**src/rtl/tilt_feedback_failsafe_monitor_macros.svh**
```systemverilog
// ----------------------------------------------------------------------------
// tilt feedback failsafe monitor assertion macros
// shared concurrent check forms, clocked on clk and held off during reset
// ----------------------------------------------------------------------------
`ifndef TILT_FEEDBACK_FAILSAFE_MONITOR_MACROS_SVH
`define TILT_FEEDBACK_FAILSAFE_MONITOR_MACROS_SVH

// same-cycle implication
`define TFM_ASSERT_IMPL(lbl, ante, cons) \
    lbl: assert property (@(posedge clk) disable iff (!rst_n) (ante) |-> (cons)) \
        else $error("tfm check failed: same-cycle implication");

// next-cycle implication
`define TFM_ASSERT_NEXT(lbl, ante, cons) \
    lbl: assert property (@(posedge clk) disable iff (!rst_n) (ante) |=> (cons)) \
        else $error("tfm check failed: next-cycle implication");

`endif

```
**src/rtl/tfm_pkg.sv**
```systemverilog
// ----------------------------------------------------------------------------
// tfm_pkg
// types, register indexes and helpers for the tilt feedback failsafe monitor
// ----------------------------------------------------------------------------
package tfm_pkg;

    localparam int CFG_IDX_W   = 3;
    localparam int CFG_DATA_W  = 16;
    localparam int IN_TDATA_W  = 104;
    localparam int OUT_TDATA_W = 8;

    localparam logic [CFG_IDX_W-1:0] REG_CMD_TIMEOUT  = 3'd0;
    localparam logic [CFG_IDX_W-1:0] REG_WINDOW       = 3'd1;
    localparam logic [CFG_IDX_W-1:0] REG_ARMED_TILT   = 3'd2;
    localparam logic [CFG_IDX_W-1:0] REG_MIN_IMPROVE  = 3'd3;
    localparam logic [CFG_IDX_W-1:0] REG_RECOVER_HOLD = 3'd4;
    localparam logic [CFG_IDX_W-1:0] REG_RECOVER_TILT = 3'd5;

    localparam logic [15:0] RST_CMD_TIMEOUT  = 16'd3000;
    localparam logic [15:0] RST_WINDOW       = 16'd1500;
    localparam logic [15:0] RST_ARMED_TILT   = 16'd1280;
    localparam logic [15:0] RST_MIN_IMPROVE  = 16'd154;
    localparam logic [15:0] RST_RECOVER_HOLD = 16'd1200;
    localparam logic [15:0] RST_RECOVER_TILT = 16'd640;

    typedef enum logic
    {
        CHK_FEEDBACK = 1'b0,
        CHK_LINK     = 1'b1
    } check_t;

    typedef struct packed
    {
        logic [15:0] cmd_timeout_ms;
        logic [15:0] window_ms;
        logic [15:0] armed_tilt;
        logic [15:0] min_improvement;
        logic [15:0] recover_hold_ms;
        logic [15:0] recover_tilt;
    } cfg_t;

    typedef struct packed
    {
        check_t             cmd;
        logic [31:0]        now_ms;
        logic signed [16:0] pitch;
        logic signed [16:0] roll;
        logic               actuator_active;
        logic               stop_commanded;
        logic [31:0]        last_cmd_time;
    } item_t;

    typedef struct packed
    {
        logic failsafe_active;
        logic feedback_fault;
        logic timeout_fault;
        logic stop_motors;
    } res_t;

    typedef struct packed
    {
        logic timeout_flag;
        logic feedback_flag;
        logic monitor_armed;
        logic recover_valid;
    } status_t;

    // magnitude of a 17-bit two's complement angle, clipped to 16 bits
    function automatic logic [15:0] mag_sat(input logic signed [16:0] v);
        logic [16:0] m;
        begin
            m = v[16] ? 17'(-v) : 17'(v);
            mag_sat = m[16] ? 16'hFFFF : m[15:0];
        end
    endfunction

    function automatic logic [15:0] tilt_of(input logic signed [16:0] p,
                                            input logic signed [16:0] r);
        logic [15:0] a;
        logic [15:0] b;
        begin
            a = mag_sat(p);
            b = mag_sat(r);
            tilt_of = (a > b) ? a : b;
        end
    endfunction

endpackage

```
**src/rtl/tfm_cfg_regs.sv**
```systemverilog
// ----------------------------------------------------------------------------
// tfm_cfg_regs
// configuration register file, write only, indexed writes
// ----------------------------------------------------------------------------
module tfm_cfg_regs
(
    input  logic                          clk,
    input  logic                          rst_n,
    input  logic                          cfg_we,
    input  logic [tfm_pkg::CFG_IDX_W-1:0] cfg_addr,
    input  logic [tfm_pkg::CFG_DATA_W-1:0] cfg_wdata,
    output tfm_pkg::cfg_t                 cfg
);
    import tfm_pkg::*;

    cfg_t cfg_reg;
    cfg_t cfg_next;

    always_comb
    begin
        cfg_next = cfg_reg;
        if (cfg_we)
        begin
            case (cfg_addr)
                REG_CMD_TIMEOUT:  cfg_next.cmd_timeout_ms  = cfg_wdata;
                REG_WINDOW:       cfg_next.window_ms       = cfg_wdata;
                REG_ARMED_TILT:   cfg_next.armed_tilt      = cfg_wdata;
                REG_MIN_IMPROVE:  cfg_next.min_improvement = cfg_wdata;
                REG_RECOVER_HOLD: cfg_next.recover_hold_ms = cfg_wdata;
                REG_RECOVER_TILT: cfg_next.recover_tilt    = cfg_wdata;
                default:          cfg_next = cfg_reg;
            endcase
        end
    end

    always_ff @(posedge clk or negedge rst_n)
    begin
        if (!rst_n)
        begin
            cfg_reg.cmd_timeout_ms  <= RST_CMD_TIMEOUT;
            cfg_reg.window_ms       <= RST_WINDOW;
            cfg_reg.armed_tilt      <= RST_ARMED_TILT;
            cfg_reg.min_improvement <= RST_MIN_IMPROVE;
            cfg_reg.recover_hold_ms <= RST_RECOVER_HOLD;
            cfg_reg.recover_tilt    <= RST_RECOVER_TILT;
        end
        else
        begin
            cfg_reg <= cfg_next;
        end
    end

    assign cfg = cfg_reg;

endmodule

```
**src/rtl/tfm_core.sv**
```systemverilog
// ----------------------------------------------------------------------------
// tfm_core
// fault state and the state update for one feedback or link check
// ----------------------------------------------------------------------------
module tfm_core
(
    input  logic             clk,
    input  logic             rst_n,
    input  tfm_pkg::cfg_t    cfg,
    input  logic             step_en,
    input  tfm_pkg::item_t   item,
    output tfm_pkg::res_t    res,
    output tfm_pkg::status_t status
);
    import tfm_pkg::*;

    logic        timeout_flag_reg,  timeout_flag_next;
    logic        feedback_flag_reg, feedback_flag_next;
    logic        armed_reg,         armed_next;
    logic [31:0] window_start_reg,  window_start_next;
    logic [15:0] initial_tilt_reg,  initial_tilt_next;
    logic [15:0] best_tilt_reg,     best_tilt_next;
    logic [31:0] recover_start_reg, recover_start_next;
    logic        recover_valid_reg, recover_valid_next;
    logic        raised;

    logic [15:0]        tilt;
    logic [15:0]        best_upd;
    logic [31:0]        win_elapsed;
    logic [31:0]        link_elapsed;
    logic [31:0]        hold_elapsed;
    logic signed [16:0] gain;

    assign tilt         = tilt_of(item.pitch, item.roll);
    assign best_upd     = (tilt < best_tilt_reg) ? tilt : best_tilt_reg;
    assign win_elapsed  = item.now_ms - window_start_reg;
    assign link_elapsed = item.now_ms - item.last_cmd_time;
    assign hold_elapsed = item.now_ms - recover_start_reg;
    assign gain         = $signed({1'b0, initial_tilt_reg}) - $signed({1'b0, best_upd});

    always_comb
    begin
        timeout_flag_next  = timeout_flag_reg;
        feedback_flag_next = feedback_flag_reg;
        armed_next         = armed_reg;
        window_start_next  = window_start_reg;
        initial_tilt_next  = initial_tilt_reg;
        best_tilt_next     = best_tilt_reg;
        recover_start_next = recover_start_reg;
        recover_valid_next = recover_valid_reg;
        raised             = 1'b0;

        case (item.cmd)
            CHK_FEEDBACK:
            begin
                if (feedback_flag_reg || timeout_flag_reg || (tilt < cfg.armed_tilt)
                    || !item.actuator_active)
                begin
                    armed_next        = 1'b0;
                    window_start_next = '0;
                    initial_tilt_next = '0;
                    best_tilt_next    = '0;
                end
                else if (!armed_reg)
                begin
                    armed_next        = 1'b1;
                    window_start_next = item.now_ms;
                    initial_tilt_next = tilt;
                    best_tilt_next    = tilt;
                end
                else
                begin
                    best_tilt_next = best_upd;
                    if (win_elapsed >= {16'd0, cfg.window_ms})
                    begin
                        // window over: either not enough progress or start a new one
                        if (gain < $signed({1'b0, cfg.min_improvement}))
                        begin
                            feedback_flag_next = 1'b1;
                            raised             = 1'b1;
                            armed_next         = 1'b0;
                            window_start_next  = '0;
                            initial_tilt_next  = '0;
                            best_tilt_next     = '0;
                        end
                        else
                        begin
                            initial_tilt_next = best_upd;
                            window_start_next = item.now_ms;
                        end
                    end
                end
            end
            CHK_LINK:
            begin
                // no command received yet leaves everything alone
                if (item.last_cmd_time != '0)
                begin
                    if (link_elapsed > {16'd0, cfg.cmd_timeout_ms})
                    begin
                        raised             = !timeout_flag_reg;
                        timeout_flag_next  = 1'b1;
                        recover_valid_next = 1'b0;
                        recover_start_next = '0;
                    end
                    else
                    begin
                        timeout_flag_next = 1'b0;
                        if (!feedback_flag_reg || !item.stop_commanded
                            || (tilt > cfg.recover_tilt) || item.actuator_active)
                        begin
                            recover_valid_next = 1'b0;
                            recover_start_next = '0;
                        end
                        else if (!recover_valid_reg)
                        begin
                            recover_valid_next = 1'b1;
                            recover_start_next = item.now_ms;
                        end
                        else if (hold_elapsed >= {16'd0, cfg.recover_hold_ms})
                        begin
                            feedback_flag_next = 1'b0;
                            armed_next         = 1'b0;
                            window_start_next  = '0;
                            initial_tilt_next  = '0;
                            best_tilt_next     = '0;
                            recover_valid_next = 1'b0;
                            recover_start_next = '0;
                        end
                    end
                end
            end
            default:
            begin
                raised = 1'b0;
            end
        endcase
    end

    always_ff @(posedge clk or negedge rst_n)
    begin
        if (!rst_n)
        begin
            timeout_flag_reg  <= 1'b0;
            feedback_flag_reg <= 1'b0;
            armed_reg         <= 1'b0;
            window_start_reg  <= '0;
            initial_tilt_reg  <= '0;
            best_tilt_reg     <= '0;
            recover_start_reg <= '0;
            recover_valid_reg <= 1'b0;
        end
        else if (step_en)
        begin
            timeout_flag_reg  <= timeout_flag_next;
            feedback_flag_reg <= feedback_flag_next;
            armed_reg         <= armed_next;
            window_start_reg  <= window_start_next;
            initial_tilt_reg  <= initial_tilt_next;
            best_tilt_reg     <= best_tilt_next;
            recover_start_reg <= recover_start_next;
            recover_valid_reg <= recover_valid_next;
        end
    end

    assign res.failsafe_active = timeout_flag_next | feedback_flag_next;
    assign res.feedback_fault  = feedback_flag_next;
    assign res.timeout_fault   = timeout_flag_next;
    assign res.stop_motors     = raised;

    assign status.timeout_flag  = timeout_flag_reg;
    assign status.feedback_flag = feedback_flag_reg;
    assign status.monitor_armed = armed_reg;
    assign status.recover_valid = recover_valid_reg;

endmodule

```
**src/rtl/tilt_feedback_failsafe_monitor.sv**
```systemverilog
// ----------------------------------------------------------------------------
// tilt_feedback_failsafe_monitor
// stream wrapper: input register, check core, result register
// ----------------------------------------------------------------------------
// Takes one sample word per clock while s_tready is high and returns one
// result word per sample, in order. A word waits in the input register while
// tfm_core checks it and moves to the result register when the result slot is
// free. Sustained throughput is one word per cycle, set by the fault state
// update in tfm_core, which writes back its state before the next check, so
// each check sees the state left by the previous one. s_tready drops only
// while the result register is full and not being taken. Configuration
// writes take effect at the next edge and are meant to be done while idle.
module tilt_feedback_failsafe_monitor
(
    input  logic                            clk,
    input  logic                            rst_n,
    // configuration
    input  logic                            cfg_we,
    input  logic [tfm_pkg::CFG_IDX_W-1:0]   cfg_addr,
    input  logic [tfm_pkg::CFG_DATA_W-1:0]  cfg_wdata,
    // sample stream
    input  logic                            s_tvalid,
    output logic                            s_tready,
    // now_ms[31:0], pitch[48:32], roll[65:49], actuator_active[66],
    // stop_commanded[67], last_cmd_time[99:68], zero fill[103:100]
    input  logic [tfm_pkg::IN_TDATA_W-1:0]  s_tdata,
    // cmd[0]
    input  logic                            s_tuser,
    // result stream
    output logic                            m_tvalid,
    input  logic                            m_tready,
    // failsafe_active[0], feedback_fault[1], timeout_fault[2], stop_motors[3],
    // zero fill[7:4]
    output logic [tfm_pkg::OUT_TDATA_W-1:0] m_tdata
);
    import tfm_pkg::*;

    `include "tilt_feedback_failsafe_monitor_macros.svh"

    cfg_t    cfg;
    item_t   in_item;
    item_t   item_reg;
    logic    in_valid_reg;
    res_t    core_res;
    res_t    res_reg;
    logic    out_valid_reg;
    status_t status;
    logic    advance;

    assign in_item.cmd             = check_t'(s_tuser);
    assign in_item.now_ms          = s_tdata[31:0];
    assign in_item.pitch           = s_tdata[48:32];
    assign in_item.roll            = s_tdata[65:49];
    assign in_item.actuator_active = s_tdata[66];
    assign in_item.stop_commanded  = s_tdata[67];
    assign in_item.last_cmd_time   = s_tdata[99:68];

    // word in the input register moves on when the result slot is free
    assign advance  = in_valid_reg && (!out_valid_reg || m_tready);
    assign s_tready = !in_valid_reg || advance;

    always_ff @(posedge clk or negedge rst_n)
    begin
        if (!rst_n)
        begin
            in_valid_reg <= 1'b0;
        end
        else if (s_tready)
        begin
            in_valid_reg <= s_tvalid;
        end
    end

    always_ff @(posedge clk)
    begin
        if (s_tready && s_tvalid)
        begin
            item_reg <= in_item;
        end
    end

    tfm_cfg_regs u_cfg_regs
    (
        .clk       (clk),
        .rst_n     (rst_n),
        .cfg_we    (cfg_we),
        .cfg_addr  (cfg_addr),
        .cfg_wdata (cfg_wdata),
        .cfg       (cfg)
    );

    tfm_core u_core
    (
        .clk     (clk),
        .rst_n   (rst_n),
        .cfg     (cfg),
        .step_en (advance),
        .item    (item_reg),
        .res     (core_res),
        .status  (status)
    );

    always_ff @(posedge clk or negedge rst_n)
    begin
        if (!rst_n)
        begin
            out_valid_reg <= 1'b0;
        end
        else if (advance)
        begin
            out_valid_reg <= 1'b1;
        end
        else if (m_tready)
        begin
            out_valid_reg <= 1'b0;
        end
    end

    always_ff @(posedge clk)
    begin
        if (advance)
        begin
            res_reg <= core_res;
        end
    end

    assign m_tvalid = out_valid_reg;
    assign m_tdata  = {4'b0000, res_reg.stop_motors, res_reg.timeout_fault,
                       res_reg.feedback_fault, res_reg.failsafe_active};

    // a latched feedback fault always leaves the tilt monitor disarmed
    `TFM_ASSERT_IMPL(a_fault_disarms, status.feedback_flag, !status.monitor_armed)
    // a recovery window only runs while the feedback fault is held
    `TFM_ASSERT_IMPL(a_recover_needs_fault, status.recover_valid, status.feedback_flag)
    // a raised fault shows up in the next result word together with failsafe_active
    `TFM_ASSERT_NEXT(a_raise_reported, advance && core_res.stop_motors,
                     m_tvalid && m_tdata[3] && m_tdata[0])

endmodule
```
**config.mk**
```make
export PLATFORM = sky130hd
export DESIGN_NAME = tilt_feedback_failsafe_monitor
export DESIGN_NICKNAME = d
export VERILOG_FILES = /design/src/rtl/tfm_pkg.sv /design/src/rtl/tfm_cfg_regs.sv /design/src/rtl/tfm_core.sv /design/src/rtl/tilt_feedback_failsafe_monitor.sv
export VERILOG_INCLUDE_DIRS = /design/src /design/src/rtl
export SDC_FILE = /design/constraint.sdc
export NUM_CORES = 1
export LEC_CHECK = 0
export ABC_AREA = 1
export CAP_MARGIN = 30
export CORE_ASPECT_RATIO = 0.75
export CORE_MARGIN = 2
export CORE_UTILIZATION = 45
export CTS_CLUSTER_SIZE = 16
export DETAILED_ROUTE_END_ITERATION = 16
export DONT_BUFFER_PORTS = 1
export GPL_TIMING_DRIVEN = 0
export PLACE_DENSITY = 0.71
export SYNTH_ARGS = -nofsm -noshare
export SYNTH_HDL_FRONTEND = slang
export SYNTH_HIERARCHICAL = 1
export SYNTH_SLANG_ARGS = --single-unit
```
**constraint.sdc**
```tcl
create_clock -name clk -period 9.1 [get_ports clk]
set_input_delay 2.275 -clock clk [delete_from_list [all_inputs] [get_ports clk]]
set_output_delay 2.275 -clock clk [all_outputs]
set_load 0.1 [all_outputs]
```
# Word level (Yosys, flattened, before mapping)
# Cells that the tools add are included.
# Widths: inputs -> output; s select.
# totals
register_bits,303
inputBits,129
# classes
addsub,6
eq_ne,12
magnitude_cmp,8
muxes,69
n_bitwise,2
n_reduce_logical,29
# ops
op,count
$mux 32,12
$mux 16,16
$sub 32x32->32,3
$ge 32x16->1,2
$pmux 16 s2,2
$pmux 32 s2,1
$mux 17,2
$neg 17->17,2
$mux 1,33
$gt 16x16->1,2
$gt 32x16->1,1
$lt 16x16->1,2
$reduce_bool 32->1,1
$lt 17x17->1,1
$sub 16x16->17,1
$reduce_and 2->1,6
$logic_or 1x1->1,8
$ne 4x4->1 const B,2
$reduce_and 7->1,1
$eq 3x2->1 const B,2
$eq 3x3->1 const B,2
$logic_not 1->1,6
$ne 2x1->1 const B,3
$pmux 1 s2,3
other kinds (10),12

# Logic depth before layout (Yosys ltp)
# Gate-level depths: netlist (run 1).
# logic_depth
ltp_word,15
mapped_depth,60
mapped_depth_nobuf,59

# By module
# Netlist (run 1), hierarchy kept.
# modules_own_cells
module,instances,cells_each,area_per_inst_um2
tfm_core,1,2865,16856.2
tfm_cfg_regs,1,425,3807.4
tilt_feedback_failsafe_monitor,1,122,3281.9

# Worst setup path before layout (run 1)
# No wires, ideal clock.
# synth_path
path_kind,flip-flop to flip-flop
from,register item_reg[51] in the netlist's numbering
to,register res_reg (netlist bit m_tdata[0]) (data pin)
required_ns,8.838
arrival_time_ns,7.793
setup_slack_ns,1.045
path_stages_with_launch,55
synth_period_minus_slack_ns,8.055
cell_sequence,edfxtp_1 inv_1 ha_1 nand3_1 inv_1 nand3_1 nand3b_1 nor3_1 nand3_1 nand3_1 ha_1 a21oi_1 o21ai_0 a21oi_1 nand2_1 nand2_1 clkinv_1 clkbuf_1 [... 19 more ...] inv_1 a21oi_1 o21bai_1 a21boi_0 xnor2_1 ha_1 inv_1 nor3_1 a211oi_1 nand2_1 nand3_1 nand2_1 a21oi_1 o21ai_1 nor2_1 nand4_1 nand2_1 or2_2
# synth_rtl
item,line,rtl
from (decl),tilt_feedback_failsafe_monitor.sv:42,item_t item_reg;
from (signal assigned),tilt_feedback_failsafe_monitor.sv:78,item_reg <= in_item;
to (signal assigned),tilt_feedback_failsafe_monitor.sv:123,res_reg <= core_res;
to (decl),tilt_feedback_failsafe_monitor.sv:45,res_t res_reg;

# Worst setup path in the final report (run 1)
# layout_path
from,register item_reg[51] in the netlist's numbering
to,register res_reg (netlist bit m_tdata[3]) (data pin)
# layout_via
elab_chain_len,14
word_cells_on_any_way,17
classes_between,add/sub (2); order compare (4); mux (9); reduce/logical (2)
# layout_lines
item,line,rtl
$neg 17->17,tfm_pkg.sv:73,m = v[16] ? 17'(-v) : 17'(v);
$mux 17 (*),tfm_pkg.sv:73,
$mux 16 (*),tfm_pkg.sv:74,mag_sat = m[16] ? 16'hFFFF : m[15:0];
$gt 16x16->1,tfm_pkg.sv:85,tilt_of = (a > b) ? a : b;
$mux 16 (*),tfm_pkg.sv:85,
$lt 16x16->1,tfm_core.sv:35,assign best_upd = (tilt < best_tilt_reg) ? tilt : best_tilt_reg;
$mux 16,tfm_core.sv:35,
$sub 16x16->17,tfm_core.sv:39,"assign gain = $signed({1'b0, initial_tilt_reg}) - $signed({1'b0, best_upd});"
$lt 17x17->1,tfm_core.sv:77,"if (gain < $signed({1'b0, cfg.min_improvement}))"
$mux 1,tfm_core.sv:77,
$mux 1,tfm_core.sv:74,"if (win_elapsed >= {16'd0, cfg.window_ms})"
$mux 1,tfm_core.sv:64,else if (!armed_reg)
$mux 1 (*),tfm_core.sv:56,if (feedback_flag_reg || timeout_flag_reg || (tilt < cfg.armed_tilt)
$pmux 1 s2 (*),tfm_core.sv:53,case (item.cmd)
via u_core.raised,tfm_core.sv:25,logic raised;
# The timed path passes the listed nets; every way through them passes the cells marked *.
# A chain may end at the register's enable or synchronous reset.

==> results.ini, run 1 <==
[timing]
min_period_over_period = 0.9416
fmax_mhz = 116.7
relSlewSlack = 0.3144
finalHoldViolations = 0
worst_slew_pin_slew_ns = 1.031
setup_ws_ns = 0.5318
slew_viol_final = 0
min_period_ns = 8.568
setup_viol = 0
fin_worst_skew_ns = 0.04167

[critical_path]
r2r_slack_ns = 0.53
crit_path_end_kind = flop
cp-startpoint = item_reg[51]$_DFFE_PP_
reg2reg_depth = 56
worstReg2RegEnd = m_tdata[3]$_DFFE_PP_
cp-endpoint = m_tdata[3]$_DFFE_PP_
worst_ep_required_time_ns = 9.54
r2r-start = item_reg[51]$_DFFE_PP_
slowest_stage = edfxtp_1
cpMostUsedCell = nand2_1
cp-start-kind = flop
path_class = flop to flop
critPathMaxStageDelay_ns = 0.41
arrival_ns = 9.01
cp_max_fo = 10

[routing]
first_pass_iters = 6
drt-total-wl_microns = 68790
drtIter0Drc = 1836
wl_per_cell_microns = 16.38
via_per_inst = 5.230
num_vias = 21960
drtAntennaViolNets = 0
drc = 0

[power]
power_density_nw_per_um2 = 185.9
vdd_drop_max_mv = 0.1835
power_w = 0.004870
power_leakage_nw = 13.15

[clock_network]
clk_pin_slew_ns = 0.07
clock_path_buffers = 3
cts_tree = done
cts.htree.levels = 2
clkSinkCount = 303
insertion_delay_ns = 0.57
cts-root-buf = clkbuf_16
cts_buffers = 35
postCtsHoldBufs = 0

[finish]
fin_nets = 3829
synthToLayoutAreaGrowth_pct = 9.532
layout-drive-gt1-share = 0.06913
stdcell_area_sq_um = 26200
largest_reg_flops = 101
fillCellCount = 5331

[floorplan]
io_pins = 139
start_util = 0.4530
die_h_microns = 203.6
die_area_sq_um = 55020
die_width_microns = 270.2
num_rows = 73
coreArea_sq_um = 52790

[global_routing]
grt_overflow_total = 0
antenna_found_initial = 1
grt_usage = 0.2480
grt_max_degree = 199
grt_pass1_wl_microns = 107900
first_global_vias = 20290

[status]
status = completed

[synthesis]
synth_area_per_cell_sq_um = 7.017
ys.warnings.count = 6
syn-cell-area_sq_um = 23920
synthCells = 3408

[hold_path]
hold_class = flop to flop

[place]
pre_cts_ws_ns = -1.366
dp_hpwl_microns = 55060
io_buffers = 0
place_area_sq_um = 24860
gp_congestion = 0.9556

[run]
maxCapViolations = 0

==> what timing repair did <==
| action | CTS | global route |
|---|---|---|
| hold endpoints to repair | 0 | 0 |
| endpoints found under the setup margin | 69 | 69 |
| buffers inserted | 2 | 7 |
| gates resized for setup | 25 | 38 |
| pin swaps | 5 | 11 |
==> through the flow <==
step / util / cells / setup TNS, ns / hold slack [ns]
finish: 0.4962 / 4199 / 0 / 0.4627
global route: 0.4962 / 4199 / -0.2438 / 0.4728
CTS: 0.4936 / 4191 / 0 / 0.4629
detailed placement: 0.4709 / 4126 / -69.13 / 0.4541
global placement: 0.4701 / 4123 / -66.55 / 0.4524
floorplan: - / 3411 / 0 / 0.4419
==> cells in the final DEF, fill, tap and decap left out, types with 31 or more instances in the layout <==
cell type	count
o21ai_0	118
clkbuf_16	37
nand3_1	303
nor3_1	34
buf_2	32
clkbuf_1	31
inv_1	530
nor2_1	238
o21ai_1	38
nand2_1	1062
nand4_1	44
ha_1	236
dfrtp_1	172
a21oi_1	164
edfxtp_1	105
xor2_1	67
==> where the power goes <==
part	total [W]	internal, W	switching [W]	leakage [nW]
sequential	0.00170	0.00157	0.000125	3.57
clock	0.00141	0.000800	0.000605	0.548
combinational	0.00177	0.000657	0.00111	9.03
total	0.00487	0.00303	0.00184	13.1
==> critical path: cells and delay by family, from the launching register on <==
kind	cells	cell delay, ns
simple gates	22	2.64
flops	1	0.41
buf+inv	10	1.06
fa+ha+maj	6	1.51
xor+xnor	1	0.14
compound gates	17	2.68
==> routing by layer <==
| layer | vias to the layer above | part of all wire | GRT usage |
|---|---|---|---|
| li1 | 11050 | - | - |
| met1 | 9987 | 0.49 | 0.3769 |
| met2 | 829 | 0.38 | 0.3391 |
| met3 | 92 | 0.11 | 0.06853 |
| met4 | 2 | 0.023 | 0.06551 |
| met5 | - | 0.0014 | 0.01316 |
==> how the worst min path moves through the flow <==
stage	startpoint	to	slack, ns	depth (start not counted)
after floorplan	u_cfg_regs/cfg[17]$_DFFE_PN0P_	u_cfg_regs/cfg[17]$_DFFE_PN0P_	0.44	2
after global placement	u_cfg_regs/cfg[88]$_DFFE_PN1P_	u_cfg_regs/cfg[88]$_DFFE_PN1P_	0.45	2
after detailed placement	u_cfg_regs/cfg[56]$_DFFE_PN1P_	u_cfg_regs/cfg[56]$_DFFE_PN1P_	0.45	2
after CTS	u_cfg_regs/cfg[56]$_DFFE_PN1P_	u_cfg_regs/cfg[56]$_DFFE_PN1P_	0.46	2
after global routing	u_cfg_regs/cfg[56]$_DFFE_PN1P_	u_cfg_regs/cfg[56]$_DFFE_PN1P_	0.47	2
final	u_cfg_regs/cfg[56]$_DFFE_PN1P_	u_cfg_regs/cfg[56]$_DFFE_PN1P_	0.46	2
==> final cells by class <==
class,count,area [sq um],area share
timing repair buffer,12,107.6,0.004108
buffer,71,381.6,0.01457
clock inverter,15,141.4,0.005397
sequential,303,8140,0.3108
inverter,547,2059,0.07862
clock buffer,48,987.2,0.03769
tap,712,890.9,0.03401
multi-input combinational,2490,13480,0.5148
antenna,1,2.502,0.00009553
Power figures use the tool's default switching activity.
==> inputs of run 2 (changes only) <==
--- a/config.mk
+++ b/config.mk
@@ -15,7 +15,7 @@
 export DETAILED_ROUTE_END_ITERATION = 16
 export DONT_BUFFER_PORTS = 1
 export GPL_TIMING_DRIVEN = 0
-export PLACE_DENSITY = 0.71
+export PLACE_DENSITY = 0.73
 export SYNTH_ARGS = -nofsm -noshare
 export SYNTH_HDL_FRONTEND = slang
 export SYNTH_HIERARCHICAL = 1
==> constraint.sdc (replaced) <==
create_clock -name clk -period 6.9 [get_ports clk]
set_input_delay 1.725 -clock clk [delete_from_list [all_inputs] [get_ports clk]]
set_output_delay 1.725 -clock clk [all_outputs]
set_load 0.1 [all_outputs]
==> results.ini, run 2 (synthesis gave the netlist of run 1 again) <==
[routing]
wl_met1_microns = 33560  ; was 33,690 microns
highest_layer = met4  ; was met5
drtIter0Drc = 2211  ; was 1,836
drtAntennaViolNets = 0  ; unchanged
met3_wirelength_microns = 8008  ; was 7438 microns
drt-total-wl_microns = 71180  ; was 68,790 microns
wl_met2_microns = 27860  ; was 26,020 microns
num_vias = 22310  ; was 21,960
first_pass_iters = 6  ; unchanged
drc = 0  ; unchanged
via_per_inst = 5.250  ; was 5.230
wl_per_cell_microns = 16.75  ; was 16.38 microns

[finish]
fin_nets = 3881  ; was 3,829
layout-drive-gt1-share = 0.1170  ; was 0.06913
mostFrequentLayoutCells = nand2_1, inv_1, nand3_1, nor2_1, ha_1  ; unchanged
antenna_cells = 0  ; was 1
largest_reg_flops = 101  ; unchanged
final_common_cell = nand2_1  ; unchanged
synthToLayoutAreaGrowth_pct = 14.86  ; was 9.532%

[clock_network]
cts_buffers = 34  ; was 35
insertion_delay_ns = 0.56  ; was 0.57 ns
clk_pin_slew_ns = 0.07  ; about the same
cts_tree = done  ; unchanged
clkSinkCount = 303  ; unchanged
cts-root-buf = clkbuf_16  ; unchanged
postCtsHoldBufs = 0  ; unchanged
cts.htree.levels = 2  ; unchanged
clock_path_buffers = 3  ; unchanged

[floorplan]
die_width_microns = 270.2  ; unchanged
die_area_sq_um = 55020  ; unchanged
die_h_microns = 203.6  ; unchanged
io_pins = 139  ; unchanged
coreArea_sq_um = 52790  ; unchanged
num_rows = 73  ; unchanged
start_util = 0.4530  ; unchanged

[critical_path]
cp-endpoint = m_tdata[0]$_DFFE_PP_  ; was m_tdata[3]$_DFFE_PP_
path_buf_inv = 9  ; was 10
slowest_stage = edfxtp_1  ; unchanged
r2r_slack_ns = -1.21  ; was 0.53 ns
cp-start-kind = flop  ; unchanged
worst_ep_required_time_ns = 7.32  ; was 9.54 ns
critPathMaxStageDelay_ns = 0.43  ; was 0.41 ns
worstReg2RegEnd = m_tdata[0]$_DFFE_PP_  ; was m_tdata[3]$_DFFE_PP_
crit_path_end_kind = flop  ; unchanged
cp-startpoint = item_reg[52]$_DFFE_PP_  ; was item_reg[51]$_DFFE_PP_
worst-path-stages = 55  ; was 56
r2r-start = item_reg[52]$_DFFE_PP_  ; was item_reg[51]$_DFFE_PP_
arrival_ns = 8.54  ; was 9.01 ns
path_class = flop to flop  ; unchanged
cp_top_family = simple AND/OR/NAND/NOR gates  ; was compound AO/OA/AOI/OAI gates
cp_max_fo = 8  ; was 10
cpMostUsedCell = a21oi_2  ; was nand2_1
reg2reg_depth = 55  ; was 56

[global_routing]
grt_pass1_wl_microns = 109700  ; was 107,900 microns
grt_overflow_total = 0  ; unchanged
antenna_found_initial = 0  ; was 1
grt_usage = 0.2518  ; was 0.2480
first_global_vias = 20590  ; was 20,290
grt_max_degree = 199  ; unchanged

[power]
switchingPower_w = 0.002549  ; was 0.001839 W
p_sw_frac = 0.3785  ; was 0.3776
combPwrFrac = 0.394  ; was 0.363
power_density_nw_per_um2 = 245.1  ; was 185.9 nW/um^2
p_clk_frac = 0.273  ; was 0.289
internal_power_w = 0.004185  ; was 0.003031 W
p_seq_frac = 0.333  ; was 0.349
vdd_drop_max_mv = 0.1904  ; was 0.1835 mV
power_leakage_nw = 13.57  ; was 13.15 nW

[timing]
fin_worst_skew_ns = 0.02476  ; was 0.04167 ns
tns_ns = -73.74  ; was 0 ns
grt_setup_unrepaired = true
relSlewSlack = 0.3564  ; was 0.3144
setup_ws_ns = -1.215  ; was 0.5318 ns
finalHoldViolations = 0  ; unchanged
worst_slew_pin_slew_ns = 0.9655  ; was 1.031 ns
min_period_ns = 8.115  ; was 8.568 ns
min_period_over_period = 1.176  ; was 0.9416
slew_viol_final = 0  ; unchanged
setup_viol = 69  ; was 0
fmax_mhz = 123.2  ; was 116.7 MHz

[place]
pre_cts_ws_ns = -2.202  ; was -1.366 ns
gp_congestion = 0.9605  ; was 0.9556
dp_hpwl_microns = 55290  ; was 55,060 microns
io_buffers = 0  ; unchanged

[status]
status = finished with violations  ; was completed
violations = setup timing

[run]
maxCapViolations = 0  ; unchanged

[hold_path]
hold_class = flop to flop  ; unchanged

[run 2: cell count changes in the layout (fill, tap and decap cells not counted), moves of 11 or more]
| cell | delta |
|---|---|
| a21oi_1 | -11 |
| nand3_2 | +47 |
| ha_1 | -15 |
| nand3_1 | -52 |
| ha_4 | +15 |
| buf_4 | +51 |
| nand2_1 | -12 |
[run 2: area by class of cell]
cell class	count	area, sq um
timing repair buffer	67	574.3
buffer	69	439.2
sequential	303	8140
clock inverter	20	206.4
inverter	547	2071
clock buffer	42	900.9
tap	712	890.9
multi-input combinational	2490	14250
fill	5099	25320
[run 2: stage by stage]
stage          hold slack (ns)  area (sq um)  std cells  utilization  total power, W
2_1_floorplan           0.4419         24270       3411            -        0.003982
3_3_place_gp            0.4515         25160       4123       0.4766        0.004464
3_5_place_dp            0.4537         25190       4124       0.4771        0.004532
4_1_cts                 0.4649         26740       4222       0.5066        0.006503
5_1_grt                 0.4732         27470       4250       0.5203        0.007192
6_report                0.4628         27470       4250       0.5203        0.006733
[run 2: worst min-delay path by stage]
stage,startpoint,endpoint,slack [ns],cells past startpoint
6_report,u_cfg_regs/cfg[70]$_DFFE_PN1P_,u_cfg_regs/cfg[70]$_DFFE_PN1P_,0.46,2
5_1_grt,u_cfg_regs/cfg[70]$_DFFE_PN1P_,u_cfg_regs/cfg[70]$_DFFE_PN1P_,0.47,2
4_1_cts,u_cfg_regs/cfg[70]$_DFFE_PN1P_,u_cfg_regs/cfg[70]$_DFFE_PN1P_,0.46,2
3_5_place_dp,u_cfg_regs/cfg[70]$_DFFE_PN1P_,u_cfg_regs/cfg[70]$_DFFE_PN1P_,0.45,2
3_3_place_gp,u_cfg_regs/cfg[56]$_DFFE_PN1P_,u_cfg_regs/cfg[56]$_DFFE_PN1P_,0.45,2
2_1_floorplan,u_cfg_regs/cfg[17]$_DFFE_PN0P_,u_cfg_regs/cfg[17]$_DFFE_PN0P_,0.44,2
[run 2: power groups by stage]
stage | logic (W) | clock network, W | registers [W]
floorplan | 0.00177 | 0 | 0.00221
global placement | 0.00220 | 0 | 0.00227
global route | 0.00299 | 0.00194 | 0.00226
finish | 0.00265 | 0.00184 | 0.00224
CTS | 0.00240 | 0.00187 | 0.00224
detailed placement | 0.00227 | 0 | 0.00227
[run 2: routing by layer]
layer,track usage,vias to the layer above
li1,-,11160
met1,0.3735,10130
met2,0.3497,903
met3,0.07759,119
met4,0.06886,0
met5,0,-
[run 2: worst register-to-register path: cells and delay by family (launching register included)]
family | cells | cell delay, ns
and+or+nand+nor | 22 | 2.60
AOI/OAI and AO/OA | 17 | 2.41
adders and majority gates | 6 | 1.41
buffers and inverters | 9 | 0.97
DFF | 1 | 0.43
xor gates and xnor gates | 1 | 0.14
[run 2: what timing repair did]
item                       CTS  global route
setup buffers               36            29
gates cloned                 0             2
gates resized for setup     57           102
setup endpoints to repair   69            69
pin swaps                   33            61
hold endpoints to repair     0             0
